<file path="src/rtl/wfha_pkg.sv">
// Package with shared widths, codes, the result word type and the saturating-add helper of the hole allocator.
`timescale 1ns / 1ps
`default_nettype none

package wfha_pkg;

  localparam int unsigned DEF_MAX_HOLES = 16;
  localparam int unsigned DEF_SIZE_BITS = 16;

  localparam int unsigned ITEM_SIZE_W = 16;
  localparam int unsigned HOLE_IDX_W  = 4;
  localparam int unsigned SPACE_W     = 16;
  localparam int unsigned REQ_NUM_W   = 16;
  localparam int unsigned SUM_W       = 32;

  localparam logic KIND_LOAD    = 1'b0;
  localparam logic KIND_REQUEST = 1'b1;

  typedef struct packed {
    logic                   load_accepted;
    logic                   allocated;
    logic [HOLE_IDX_W-1:0]  hole_index;
    logic [SPACE_W-1:0]     space_left;
    logic [REQ_NUM_W-1:0]   request_number;
    logic [SUM_W-1:0]       internal_frag_total;
    logic [SUM_W-1:0]       external_frag_total;
  } res_t;

  function automatic logic [SUM_W-1:0] sat_add(input logic [SUM_W-1:0] a,
                                               input logic [SUM_W-1:0] b);
    logic [SUM_W:0] s;
    s = {1'b0, a} + {1'b0, b};
    return s[SUM_W] ? {SUM_W{1'b1}} : s[SUM_W-1:0];
  endfunction

endpackage

`default_nettype wire

</file>
<file path="src/rtl/wfha_if.sv">
// Valid/ready channel interfaces for the input word and the result word.
`timescale 1ns / 1ps
`default_nettype none

interface wfha_in_if;
  import wfha_pkg::*;

  logic                   valid;
  logic                   ready;
  logic                   kind;
  logic [ITEM_SIZE_W-1:0] item_size;

  modport source (output valid, kind, item_size, input ready);
  modport sink   (input valid, kind, item_size, output ready);
endinterface

interface wfha_out_if;
  import wfha_pkg::*;

  logic                   valid;
  logic                   ready;
  logic                   load_accepted;
  logic                   allocated;
  logic [HOLE_IDX_W-1:0]  hole_index;
  logic [SPACE_W-1:0]     space_left;
  logic [REQ_NUM_W-1:0]   request_number;
  logic [SUM_W-1:0]       internal_frag_total;
  logic [SUM_W-1:0]       external_frag_total;

  modport source (output valid, load_accepted, allocated, hole_index, space_left,
                  request_number, internal_frag_total, external_frag_total,
                  input ready);
  modport sink   (input valid, load_accepted, allocated, hole_index, space_left,
                  request_number, internal_frag_total, external_frag_total,
                  output ready);
endinterface

`default_nettype wire

</file>
<file path="src/rtl/worst_fit_hole_allocator.sv">
// Top level of the worst-fit hole allocator with its output register.
//
//   Channel | Dir | Word
//   in_i    | in  | kind, item_size
//   out_o   | out | load_accepted, allocated, hole_index, space_left,
//           |     | request_number, internal_frag_total, external_frag_total
//
// A request scans the hole table through its single read port, one entry a cycle.
// Reset clears the hole count, request counter and both totals; the table itself
// is not cleared, since only loaded entries are read.
// A finished result waits in the output register, so the next word is taken
// while the sink stalls; the sequencer holds its own result only when both are full.
`timescale 1ns / 1ps
`default_nettype none

module worst_fit_hole_allocator import wfha_pkg::*; #(
  parameter int unsigned MAX_HOLES = DEF_MAX_HOLES,
  parameter int unsigned SIZE_BITS = DEF_SIZE_BITS
) (
  input  logic       clk_i,
  input  logic       rst_ni,
  wfha_in_if.sink    in_i,
  wfha_out_if.source out_o
);

  localparam int unsigned IDX_W = $clog2(MAX_HOLES);
  localparam int unsigned CNT_W = $clog2(MAX_HOLES + 1);

  logic                 res_valid;
  logic                 res_ready;
  res_t                 res;
  logic                 mem_we;
  logic [IDX_W-1:0]     mem_waddr;
  logic [SIZE_BITS-1:0] mem_wdata;
  logic                 mem_re;
  logic [IDX_W-1:0]     mem_raddr;
  logic [SIZE_BITS-1:0] mem_rdata;
  logic                 out_valid_q;
  res_t                 out_q;

  wfha_ctrl #(
    .MAX_HOLES (MAX_HOLES),
    .SIZE_BITS (SIZE_BITS),
    .IDX_W     (IDX_W),
    .CNT_W     (CNT_W)
  ) u_ctrl (
    .clk_i       (clk_i),
    .rst_ni      (rst_ni),
    .in_i        (in_i),
    .res_valid_o (res_valid),
    .res_ready_i (res_ready),
    .res_o       (res),
    .mem_we_o    (mem_we),
    .mem_waddr_o (mem_waddr),
    .mem_wdata_o (mem_wdata),
    .mem_re_o    (mem_re),
    .mem_raddr_o (mem_raddr),
    .mem_rdata_i (mem_rdata)
  );

  wfha_hole_mem #(
    .DEPTH  (MAX_HOLES),
    .WIDTH  (SIZE_BITS),
    .ADDR_W (IDX_W)
  ) u_hole_mem (
    .clk_i   (clk_i),
    .we_i    (mem_we),
    .waddr_i (mem_waddr),
    .wdata_i (mem_wdata),
    .re_i    (mem_re),
    .raddr_i (mem_raddr),
    .rdata_o (mem_rdata)
  );

  assign res_ready = !out_valid_q || out_o.ready;

  always_ff @(posedge clk_i or negedge rst_ni) begin
    if (!rst_ni) begin
      out_valid_q <= 1'b0;
    end else if (res_ready) begin
      out_valid_q <= res_valid;
    end
  end

  always_ff @(posedge clk_i) begin
    if (res_valid && res_ready) begin
      out_q <= res;
    end
  end

  assign out_o.valid               = out_valid_q;
  assign out_o.load_accepted       = out_q.load_accepted;
  assign out_o.allocated           = out_q.allocated;
  assign out_o.hole_index          = out_q.hole_index;
  assign out_o.space_left          = out_q.space_left;
  assign out_o.request_number      = out_q.request_number;
  assign out_o.internal_frag_total = out_q.internal_frag_total;
  assign out_o.external_frag_total = out_q.external_frag_total;

endmodule

`default_nettype wire

</file>
<file path="src/rtl/wfha_hole_mem.sv">
// Hole size table: one write port and one registered read port.
`timescale 1ns / 1ps
`default_nettype none

module wfha_hole_mem #(
  parameter int unsigned DEPTH  = 16,
  parameter int unsigned WIDTH  = 16,
  parameter int unsigned ADDR_W = $clog2(DEPTH)
) (
  input  logic              clk_i,
  input  logic              we_i,
  input  logic [ADDR_W-1:0] waddr_i,
  input  logic [WIDTH-1:0]  wdata_i,
  input  logic              re_i,
  input  logic [ADDR_W-1:0] raddr_i,
  output logic [WIDTH-1:0]  rdata_o
);

  logic [WIDTH-1:0] mem_q [DEPTH];

  always_ff @(posedge clk_i) begin
    if (we_i) begin
      mem_q[waddr_i] <= wdata_i;
    end
    if (re_i) begin
      rdata_o <= mem_q[raddr_i];
    end
  end

endmodule

`default_nettype wire

</file>
<file path="src/rtl/wfha_ctrl.sv">
// Sequencer that loads holes, scans the table for the worst fit and updates the totals.
`timescale 1ns / 1ps
`default_nettype none

module wfha_ctrl import wfha_pkg::*; #(
  parameter int unsigned MAX_HOLES = DEF_MAX_HOLES,
  parameter int unsigned SIZE_BITS = DEF_SIZE_BITS,
  parameter int unsigned IDX_W     = $clog2(MAX_HOLES),
  parameter int unsigned CNT_W     = $clog2(MAX_HOLES + 1)
) (
  input  logic                 clk_i,
  input  logic                 rst_ni,
  wfha_in_if.sink              in_i,
  output logic                 res_valid_o,
  input  logic                 res_ready_i,
  output res_t                 res_o,
  output logic                 mem_we_o,
  output logic [IDX_W-1:0]     mem_waddr_o,
  output logic [SIZE_BITS-1:0] mem_wdata_o,
  output logic                 mem_re_o,
  output logic [IDX_W-1:0]     mem_raddr_o,
  input  logic [SIZE_BITS-1:0] mem_rdata_i
);

  typedef enum logic [1:0] {
    ST_IDLE,
    ST_SCAN,
    ST_UPDATE,
    ST_DONE
  } state_e;

  localparam logic [CNT_W-1:0] MAX_CNT = CNT_W'(MAX_HOLES);

  state_e               state_q;
  logic [CNT_W-1:0]     cnt_q;
  logic [REQ_NUM_W-1:0] req_cnt_q;
  logic [SUM_W-1:0]     isum_q;
  logic [SUM_W-1:0]     esum_q;
  logic [SIZE_BITS-1:0] size_q;
  logic [CNT_W-1:0]     iss_q;
  logic                 pend_q;
  logic [IDX_W-1:0]     cmp_idx_q;
  logic                 found_q;
  logic [SIZE_BITS-1:0] best_diff_q;
  logic [IDX_W-1:0]     best_idx_q;
  res_t                 res_q;

  logic                 accept;
  logic                 full;
  logic [SIZE_BITS-1:0] in_size;
  logic [SIZE_BITS-1:0] diff;
  logic                 better;
  logic                 load_we;
  logic                 upd_we;
  logic [SUM_W-1:0]     isum_d;
  logic [SUM_W-1:0]     esum_d;

  assign in_i.ready  = (state_q == ST_IDLE);
  assign accept      = in_i.valid && in_i.ready;
  assign full        = (cnt_q == MAX_CNT);
  assign in_size     = SIZE_BITS'(in_i.item_size);

  assign mem_re_o    = (state_q == ST_SCAN) && (iss_q < cnt_q);
  assign mem_raddr_o = iss_q[IDX_W-1:0];

  assign load_we     = accept && (in_i.kind == KIND_LOAD) && !full;
  assign upd_we      = (state_q == ST_UPDATE) && found_q;
  assign mem_we_o    = load_we || upd_we;
  assign mem_waddr_o = upd_we ? best_idx_q : cnt_q[IDX_W-1:0];
  assign mem_wdata_o = upd_we ? best_diff_q : in_size;

  assign diff   = mem_rdata_i - size_q;
  assign better = pend_q && (mem_rdata_i >= size_q) && (!found_q || (diff > best_diff_q));

  assign isum_d = sat_add(isum_q, SUM_W'(best_diff_q));
  assign esum_d = sat_add(esum_q, SUM_W'(size_q));

  assign res_valid_o = (state_q == ST_DONE);
  assign res_o       = res_q;

  always_ff @(posedge clk_i or negedge rst_ni) begin
    if (!rst_ni) begin
      state_q     <= ST_IDLE;
      cnt_q       <= '0;
      req_cnt_q   <= '0;
      isum_q      <= '0;
      esum_q      <= '0;
      size_q      <= '0;
      iss_q       <= '0;
      pend_q      <= 1'b0;
      cmp_idx_q   <= '0;
      found_q     <= 1'b0;
      best_diff_q <= '0;
      best_idx_q  <= '0;
      res_q       <= '0;
    end else begin
      case (state_q)
        ST_IDLE: begin
          if (accept) begin
            res_q <= '{
              load_accepted:       load_we,
              allocated:           1'b0,
              hole_index:          load_we ? HOLE_IDX_W'(cnt_q) : '0,
              space_left:          '0,
              request_number:      (in_i.kind == KIND_LOAD) ? '0 : req_cnt_q,
              internal_frag_total: isum_q,
              external_frag_total: esum_q
            };
            if (in_i.kind == KIND_LOAD) begin
              if (!full) begin
                cnt_q <= cnt_q + 1'b1;
              end
              state_q <= ST_DONE;
            end else begin
              size_q    <= in_size;
              req_cnt_q <= req_cnt_q + 1'b1;
              iss_q     <= '0;
              pend_q    <= 1'b0;
              found_q   <= 1'b0;
              state_q   <= ST_SCAN;
            end
          end
        end
        ST_SCAN: begin
          pend_q    <= mem_re_o;
          cmp_idx_q <= iss_q[IDX_W-1:0];
          if (mem_re_o) begin
            iss_q <= iss_q + 1'b1;
          end
          if (better) begin
            found_q     <= 1'b1;
            best_diff_q <= diff;
            best_idx_q  <= cmp_idx_q;
          end
          if (!mem_re_o) begin
            state_q <= ST_UPDATE;
          end
        end
        ST_UPDATE: begin
          if (found_q) begin
            isum_q                    <= isum_d;
            res_q.allocated           <= 1'b1;
            res_q.hole_index          <= HOLE_IDX_W'(best_idx_q);
            res_q.space_left          <= SPACE_W'(best_diff_q);
            res_q.internal_frag_total <= isum_d;
          end else begin
            esum_q                    <= esum_d;
            res_q.external_frag_total <= esum_d;
          end
          state_q <= ST_DONE;
        end
        ST_DONE: begin
          if (res_ready_i) begin
            state_q <= ST_IDLE;
          end
        end
        default: begin
          state_q <= ST_IDLE;
        end
      endcase
    end
  end

endmodule

`default_nettype wire

</file>
<file path="src/flat_wrapper.sv">
// flat-port wrapper written by rule: the top's interface ports become plain ports
module worst_fit_hole_allocator_flat import wfha_pkg::*;
#(
  parameter int unsigned MAX_HOLES = DEF_MAX_HOLES,
  parameter int unsigned SIZE_BITS = DEF_SIZE_BITS
)
  (clk_i, rst_ni, in_i_valid, in_i_kind, in_i_item_size, in_i_ready, out_o_valid, out_o_load_accepted, out_o_allocated, out_o_hole_index, out_o_space_left, out_o_request_number, out_o_internal_frag_total, out_o_external_frag_total, out_o_ready);
  wfha_in_if in_i_i ();
  wfha_out_if out_o_i ();
  input  logic clk_i;
  input  logic rst_ni;
  input wire logic [$bits(in_i_i.valid)-1:0] in_i_valid;
  input wire logic [$bits(in_i_i.kind)-1:0] in_i_kind;
  input wire logic [$bits(in_i_i.item_size)-1:0] in_i_item_size;
  output wire logic [$bits(in_i_i.ready)-1:0] in_i_ready;
  output wire logic [$bits(out_o_i.valid)-1:0] out_o_valid;
  output wire logic [$bits(out_o_i.load_accepted)-1:0] out_o_load_accepted;
  output wire logic [$bits(out_o_i.allocated)-1:0] out_o_allocated;
  output wire logic [$bits(out_o_i.hole_index)-1:0] out_o_hole_index;
  output wire logic [$bits(out_o_i.space_left)-1:0] out_o_space_left;
  output wire logic [$bits(out_o_i.request_number)-1:0] out_o_request_number;
  output wire logic [$bits(out_o_i.internal_frag_total)-1:0] out_o_internal_frag_total;
  output wire logic [$bits(out_o_i.external_frag_total)-1:0] out_o_external_frag_total;
  input wire logic [$bits(out_o_i.ready)-1:0] out_o_ready;
  assign in_i_i.valid = in_i_valid;
  assign in_i_i.kind = in_i_kind;
  assign in_i_i.item_size = in_i_item_size;
  assign in_i_ready = in_i_i.ready;
  assign out_o_valid = out_o_i.valid;
  assign out_o_load_accepted = out_o_i.load_accepted;
  assign out_o_allocated = out_o_i.allocated;
  assign out_o_hole_index = out_o_i.hole_index;
  assign out_o_space_left = out_o_i.space_left;
  assign out_o_request_number = out_o_i.request_number;
  assign out_o_internal_frag_total = out_o_i.internal_frag_total;
  assign out_o_external_frag_total = out_o_i.external_frag_total;
  assign out_o_i.ready = out_o_ready;
  worst_fit_hole_allocator #(.MAX_HOLES(MAX_HOLES), .SIZE_BITS(SIZE_BITS)) u_core (.clk_i(clk_i), .rst_ni(rst_ni), .in_i(in_i_i), .out_o(out_o_i));
endmodule
</file>
<file path="config.mk">
export PLATFORM = sky130hd
export DESIGN_NAME = worst_fit_hole_allocator_flat
export DESIGN_NICKNAME = d
export VERILOG_FILES = /design/src/rtl/wfha_pkg.sv /design/src/rtl/wfha_if.sv /design/src/rtl/worst_fit_hole_allocator.sv /design/src/rtl/wfha_hole_mem.sv /design/src/rtl/wfha_ctrl.sv /design/src/flat_wrapper.sv
export SDC_FILE = /design/constraint.sdc
export NUM_CORES = 1
export LEC_CHECK = 0
export ABC_CLOCK_PERIOD_IN_PS = 5350
export BUFFER_PORTS_ARGS = -buffer_cell sky130_fd_sc_hd__buf_2
export CAP_MARGIN = 40
export CORE_UTILIZATION = 62
export DETAILED_ROUTE_END_ITERATION = 16
export HOLD_SLACK_MARGIN = 0.03
export PLACE_DENSITY = 0.78
export SKIP_CTS_REPAIR_TIMING = 1
export SYNTH_ARGS = -nofsm -noshare
export SYNTH_HDL_FRONTEND = slang
export SYNTH_HIERARCHICAL = 1
export SYNTH_SLANG_ARGS = --single-unit
</file>
<file path="constraint.sdc">
create_clock -name clk_i -period 5.35 [get_ports clk_i]
set_clock_uncertainty 0.1 [all_clocks]
set_input_delay 0.8025 -clock clk_i [delete_from_list [all_inputs] [get_ports clk_i]]
set_output_delay 0.8025 -clock clk_i [all_outputs]
set_load 0.05 [all_outputs]
</file>
==> results.cfg, run 1 <==
[outcome]
status = completed

[detailed_routing]
initialDrtViolationCount = 1844
wirelength_um = 65300
viasPerCell = 6.34
num_vias = 18049
drc = 0
first_pass_iters = 5
antenna_left = 0
wl_per_cell_um = 22.9

[global_route]
gr-total-overflow = 0
grt_max_degree = 100
antenna_found_initial = 1
track_usage_pct = 30.0
grt_pass1_wl_um = 101000
grt_pass1_vias = 17492

[cts]
cts_buffer_depth = 3
numCtsBuffers = 59
cts-htree-levels = 2
cts_root_buf = clkbuf_16
cts.sinks = 611
cts.clk_slew.worst_paths_ps = 60
cts_tree = built
insertion_delay_ps = 630

[synthesis]
synth_cells = 2065
syn_area_um2 = 27100
ys_types = 81
synthAdderAreaFrac_pct = 3.73
avgSynthCellArea_um2 = 13.1
synth_top_area_share_pct = 41.5
synth-edff-count = 374
syn-num-nets = 2165
ys_seq_area_share_pct = 63.4
synth-seq-cells = 611
synth_xor_area_share_pct = 1.71
yosysTopAreaCell = edfxtp_1
ys.flop_type = edfxtp_1
ys.warnings.count = 6
synth_async_sr_flop_share_pct = 38.8
yosys-top-cells-area = edfxtp_1 (41%), dfrtp_1 (22%), mux4_2 (4.5%)
synth_compound_area_share_pct = 12.5
yosys.area_share.simple_pct = 9.13
synthMuxAreaShare_pct = 6.85
synth_top_family_by_area = compound AO/OA/AOI/OAI gates

[setup_path]
worstSetupEndpointType = register
cp.arrival_ps = 5190
start_kind = register
slowest_delay_ps = 450
worstPathMaxFanout = 10
slowest_stage = a211oi_1
r2r_cells = 16
crit_buf_inv = 1
crit_top_cell = a211oi_1
crit_family = compound AO/OA/AOI/OAI gates
crit_type = reg2reg
cp_data_required_time_ps = 5740
reg2reg_slack_ps = 550
r2r_end = u_core/u_ctrl/best_diff_q[7]$_DFFE_PN0P_
rr_startpoint = u_core/u_ctrl/size_q[0]$_DFFE_PN0P_
worstPathCellList = ha_1 > fa_1 > nand2b_1 > a211oi_1 > o21bai_1 > a21boi_0 > nor4_1 > a311o_1 > ha_1 > nand4_1 > nor4_1 > a211oi_1 > a211oi_1 > nand2_1 > buf_4 > mux2_2

[pwr]
power.density_nw_per_um2 = 591
ir_worst_vdd_mv = 0.420
p_leak_nw = 12.0

[sta]
hold_violations = 0
fmax_ghz = 0.208
setup_viol_count_final = 0
min_period_ps = 4800
slew_headroom_pct = 41.2
setup-tns-final_ps = 0
fin_crit_sh_pct = 89.7
worstMarginPinSlew_ps = 882
rsz0062_at_grt = no
final_max_slew_viol_count = 0

[floorplan]
fp-row-count = 76
io_pins = 125
initial_core_util_pct = 62.9
die_w_um = 211
die_y_um = 211
coreArea_um2 = 43100
die_area_um2 = 44500

[placement]
gp_congestion = 0.903
hpwl_um = 43300
io_buffers = 124

[cells_and_area]
antenna_cells = 0
layout_common_cells = edfxtp_1 (374), dfrtp_1 (235), nand2_1 (223), o21ai_0 (147)
final_util_pct = 70.9
final_common_cell = edfxtp_1
area_growth_pct = 12.8
nets = 2313
drive_gt1_share_pct = 17.6

[hold_path]
min_path_type = in2async

[flow_run]
maxCapViolations = 0
==> cell type report <==
type	instances	area, µm²
Multi-Input combinational cell	1282	9230
Inverter	67	251
Tap cell	585	732
Clock inverter	30	292
Timing Repair Buffer	192	1230
Clock buffer	82	1650
Fill cell	2866	12500
Sequential cell	611	17200
==> metal layers <==
layer	vias to the layer above	track usage (%)	part of all wire (%)
li1	8110	-	-
met1	9008	42.0	41
met2	808	49.0	49
met3	123	4.03	7.4
met4	0	10.2	2.7
met5	-	0	0
==> cell usage after synthesis (4+ instances only) <==
library cell	n
or3_1	9
o21ai_1	6
a211oi_1	17
nor3_1	23
a41oi_1	4
mux2_2	25
nand2b_1	13
mux2i_1	8
o21ai_0	149
nor3b_1	5
o211ai_1	11
a31oi_1	41
nor4_1	6
a21o_1	20
buf_1	7
mux4_2	54
ha_1	76
nor2b_1	9
o22ai_1	6
buf_4	12
nand2_1	225
o21a_1	11
a21oi_1	125
a311oi_1	5
buf_6	6
nor2_1	107
dfrtp_1	237
inv_1	67
o31ai_1	9
nand3_1	46
and2_1	13
o21bai_1	6
nand3b_1	9
clkbuf_1	72
a22oi_1	49
buf_2	8
a221oi_1	9
xnor2_1	42
xor2_1	11
nand4_1	15
edfxtp_1	374
and4_1	9
mux4_1	10
and3_1	22
a221o_1	19
==> worst max-delay path by stage <==
stage / endpoint / from / depth (start not counted)
global route: u_core/u_ctrl/best_idx_q[2]$_DFFE_PN0P_ / u_core/u_ctrl/size_q[0]$_DFFE_PN0P_ / 16
detailed placement: u_core/u_ctrl/best_idx_q[2]$_DFFE_PN0P_ / u_core/u_ctrl/size_q[0]$_DFFE_PN0P_ / 16
finish: u_core/u_ctrl/best_diff_q[7]$_DFFE_PN0P_ / u_core/u_ctrl/size_q[0]$_DFFE_PN0P_ / 16
floorplan: u_core/u_ctrl/best_diff_q[10]$_DFFE_PN0P_ / u_core/u_ctrl/size_q[0]$_DFFE_PN0P_ / 17
CTS: u_core/u_ctrl/best_idx_q[3]$_DFFE_PN0P_ / u_core/u_ctrl/size_q[0]$_DFFE_PN0P_ / 16
global placement: u_core/u_ctrl/best_idx_q[3]$_DFFE_PN0P_ / u_core/u_ctrl/size_q[0]$_DFFE_PN0P_ / 16
==> where the power goes <==
group	switching, mW	internal (mW)	total (mW)
sequential	0.572	6.03	6.60
combinational	4.80	2.49	7.30
clock	1.77	2.40	4.17
total	7.14	10.9	18.1
==> stage by stage <==
step           hold WS (ps)  cell area (µm²)  power, mW  instances  setup WS (ps)
6_report               78.0            30600       18.1       2849            551
4_1_cts                 103            30600       18.1       2849            557
5_1_grt                 139            30600       19.1       2849            170
2_1_floorplan           320            27100       11.9       2065           1020
3_5_place_dp            330            28600       13.9       2737            595
3_3_place_gp            331            28400       13.6       2725            727
==> state kept, by name (all words and copies together) (netlist names), 16 cells and up <==
name	flops
u_core/out_o.internal_frag_total	32
u_core/out_o.space_left	16
u_core/u_hole_mem/rdata_o	16
u_core/u_ctrl/esum_q	32
u_core/out_o.external_frag_total	32
u_core/u_ctrl/res_o	102
u_core/u_ctrl/req_cnt_q	16
u_core/out_o.request_number	16
u_core/u_hole_mem/mem_q	256
u_core/u_ctrl/best_diff_q	16
u_core/u_ctrl/size_q	16
u_core/u_ctrl/isum_q	32
==> cells by family after synthesis <==
logic type | count (synthesis)
multiplexers | 98
AND/OR/NAND/NOR | 527
adder cells (fa/ha/maj) | 79
buffers and inverters | 172
AO/OA/AOI/OAI | 525
flip-flops | 611
XOR/XNOR | 53
(Power assumes the default switching activity.)
==> run 2: changes to the inputs <==
- CORE_UTILIZATION: 62 -> 64
- CTS_BUF_LIST: default -> sky130_fd_sc_hd__clkbuf_4
- CTS_CLUSTER_DIAMETER: default -> 120
- PLACE_DENSITY: 0.78 -> 0.81
==> results.cfg, run 2 (synthesis gave the netlist of run 1 again) <==
[detailed_routing]
wl_per_cell_um = 22.1
wirelength_um = 65400
drc = 0
first_pass_iters = 6
num_vias = 18629
initialDrtViolationCount = 1939
viasPerCell = 6.28
antenna_left = 0

[pwr]
seq_power_share_pct = 37.1
power_switching_mw = 7.24
switching_share_pct = 40.5
p_leak_nw = 12.2
ir_worst_vdd_mv = 0.325
power.density_nw_per_um2 = 583
power_frac_clock_pct = 22.1
p_int_mw = 10.6
power_frac_comb_pct = 40.8

[sta]
rsz0062_at_grt = no
fin_crit_sh_pct = 93.5
hold_violations = 0
setup-tns-final_ps = 0
min_period_ps = 5000
worstMarginPinSlew_ps = 890
fin_ws_ps = 348
final_max_slew_viol_count = 0
setup_viol_count_final = 0
slew_headroom_pct = 40.5
fmax_ghz = 0.200

[placement]
gp_congestion = 0.930
io_buffers = 124
dp_cells = 2681
post-place-ws_ps = 328
hpwl_um = 43400
place_area_um2 = 28500

[cts]
numCtsBuffers = 150
cts.clk_slew.worst_paths_ps = 60
cts.sinks = 611
insertion_delay_ps = 1020
cts_buffer_depth = 3
cts-htree-levels = 4
cts_tree = built
cts_root_buf = clkbuf_4

[cells_and_area]
nets = 2415
stdcell_count = 2968
area_growth_pct = 13.1
largest_reg_flops = 256
stdcell_area_um2 = 30600
layout_common_cells = edfxtp_1 (374), dfrtp_1 (235), nand2_1 (222), clkbuf_4 (221), o21ai_0 (147)
drive_gt1_share_pct = 22.6
regMostFlops = u_core/u_hole_mem/mem_q
final_common_cell = edfxtp_1

[floorplan]
die_area_um2 = 43100
initial_core_util_pct = 65.6
coreArea_um2 = 41300
io_pins = 125
fp-row-count = 74
die_w_um = 208
die_y_um = 208

[setup_path]
startpoint = u_core/u_ctrl/size_q[0]$_DFFE_PN0P_
cp_data_required_time_ps = 6120
crit_type = reg2reg
cp.arrival_ps = 5770
rr_startpoint = u_core/u_ctrl/size_q[0]$_DFFE_PN0P_
r2r_cells = 16
start_kind = register
worstSetupEndpointType = register
r2r_end = u_core/u_ctrl/best_idx_q[1]$_DFFE_PN0P_
endpoint = u_core/u_ctrl/best_idx_q[1]$_DFFE_PN0P_
worstPathMaxFanout = 12
reg2reg_slack_ps = 350

[global_route]
antenna_found_initial = 1
track_usage_pct = 30.7
grt_pass1_wl_um = 101000
grt_pass1_vias = 18196
gr-total-overflow = 0
grt_max_degree = 117

[outcome]
status = completed

[flow_run]
maxCapViolations = 0

[hold_path]
min_path_type = in2reg
run 2: changes by cell type in the layout (fill, tap and decap cells not counted), moves of 6 or more:
cell	delta
clkbuf_16	-60
clkbuf_1	-15
clkinv_4	+6
clkbuf_4	+221
dlygate4sd3_1	+14
clkinv_1	+20
clkbuf_8	-7
run 2: final cells by class:
class                           count  area [µm²]
Antenna cell                        4        10.0
Clock buffer                      221        1660
Clock inverter                     48         334
Fill cell                        2633       10700
Inverter                           67         251
Multi-Input combinational cell   1282        9240
Sequential cell                   611       17200
Tap cell                          532         666
Timing Repair Buffer              203        1300
run 2: critical path, cell delays in order, from the launching register on:
cell and delay, ps:
dfrtp_1 410, ha_1 220, fa_1 420, nand2b_1 180, a211oi_1 440, o21bai_1 170
a21boi_0 380, nor4_1 90, a311o_1 350, ha_1 320, nand4_1 190, nor4_2 330
a211oi_1 130, a211oi_1 350, nand2_2 260, buf_12 250, mux2_2 270
run 2: worst min path at each step:
stage / startpoint / to / slack (ps) / cells after the start
2_1_floorplan: u_core/u_ctrl/res_o[21]$_DFFE_PN0P_ / u_core/out_o.external_frag_total[21]$_DFFE_PP_ / 320 / 0
3_3_place_gp: u_core/u_ctrl/res_o[22]$_DFFE_PN0P_ / u_core/out_o.external_frag_total[22]$_DFFE_PP_ / 330 / 0
3_5_place_dp: u_core/u_ctrl/res_o[22]$_DFFE_PN0P_ / u_core/out_o.external_frag_total[22]$_DFFE_PP_ / 330 / 0
4_1_cts: rst_ni / u_core/u_ctrl/isum_q[2]$_DFFE_PN0P_ / -270 / 1
5_1_grt: in_i_item_size[10] / u_core/u_ctrl/size_q[10]$_DFFE_PN0P_ / 40 / 3
6_report: in_i_item_size[10] / u_core/u_ctrl/size_q[10]$_DFFE_PN0P_ / 40 / 3
run 2: routing by layer:
metal,vias up,track usage (%),part of all wire [%]
met1,9149,40.7,40
met5,-,0,0
met3,158,6.29,7.1
li1,8428,-,-
met2,894,49.5,49
met4,0,13.6,3.3
run 2: power groups by stage:
stage	sequential (mW)	clock, mW	combinational [mW]
final	6.63	3.95	7.29
after global routing	6.70	4.28	7.92
after CTS	6.62	4.04	7.18
after detailed placement	6.72	0	7.12
after global placement	6.67	0	6.88
after floorplan	7.31	0	4.58
run 2: per-stage QoR:
stage          hold WS (ps)  util (%)  power [mW]
5_1_grt                36.7      74.2        18.9
6_report               43.6      74.2        17.9
2_1_floorplan           320         -        11.9
4_1_cts                -268      73.8        17.8
3_5_place_dp            331      69.0        13.8
3_3_place_gp            330      68.7        13.5
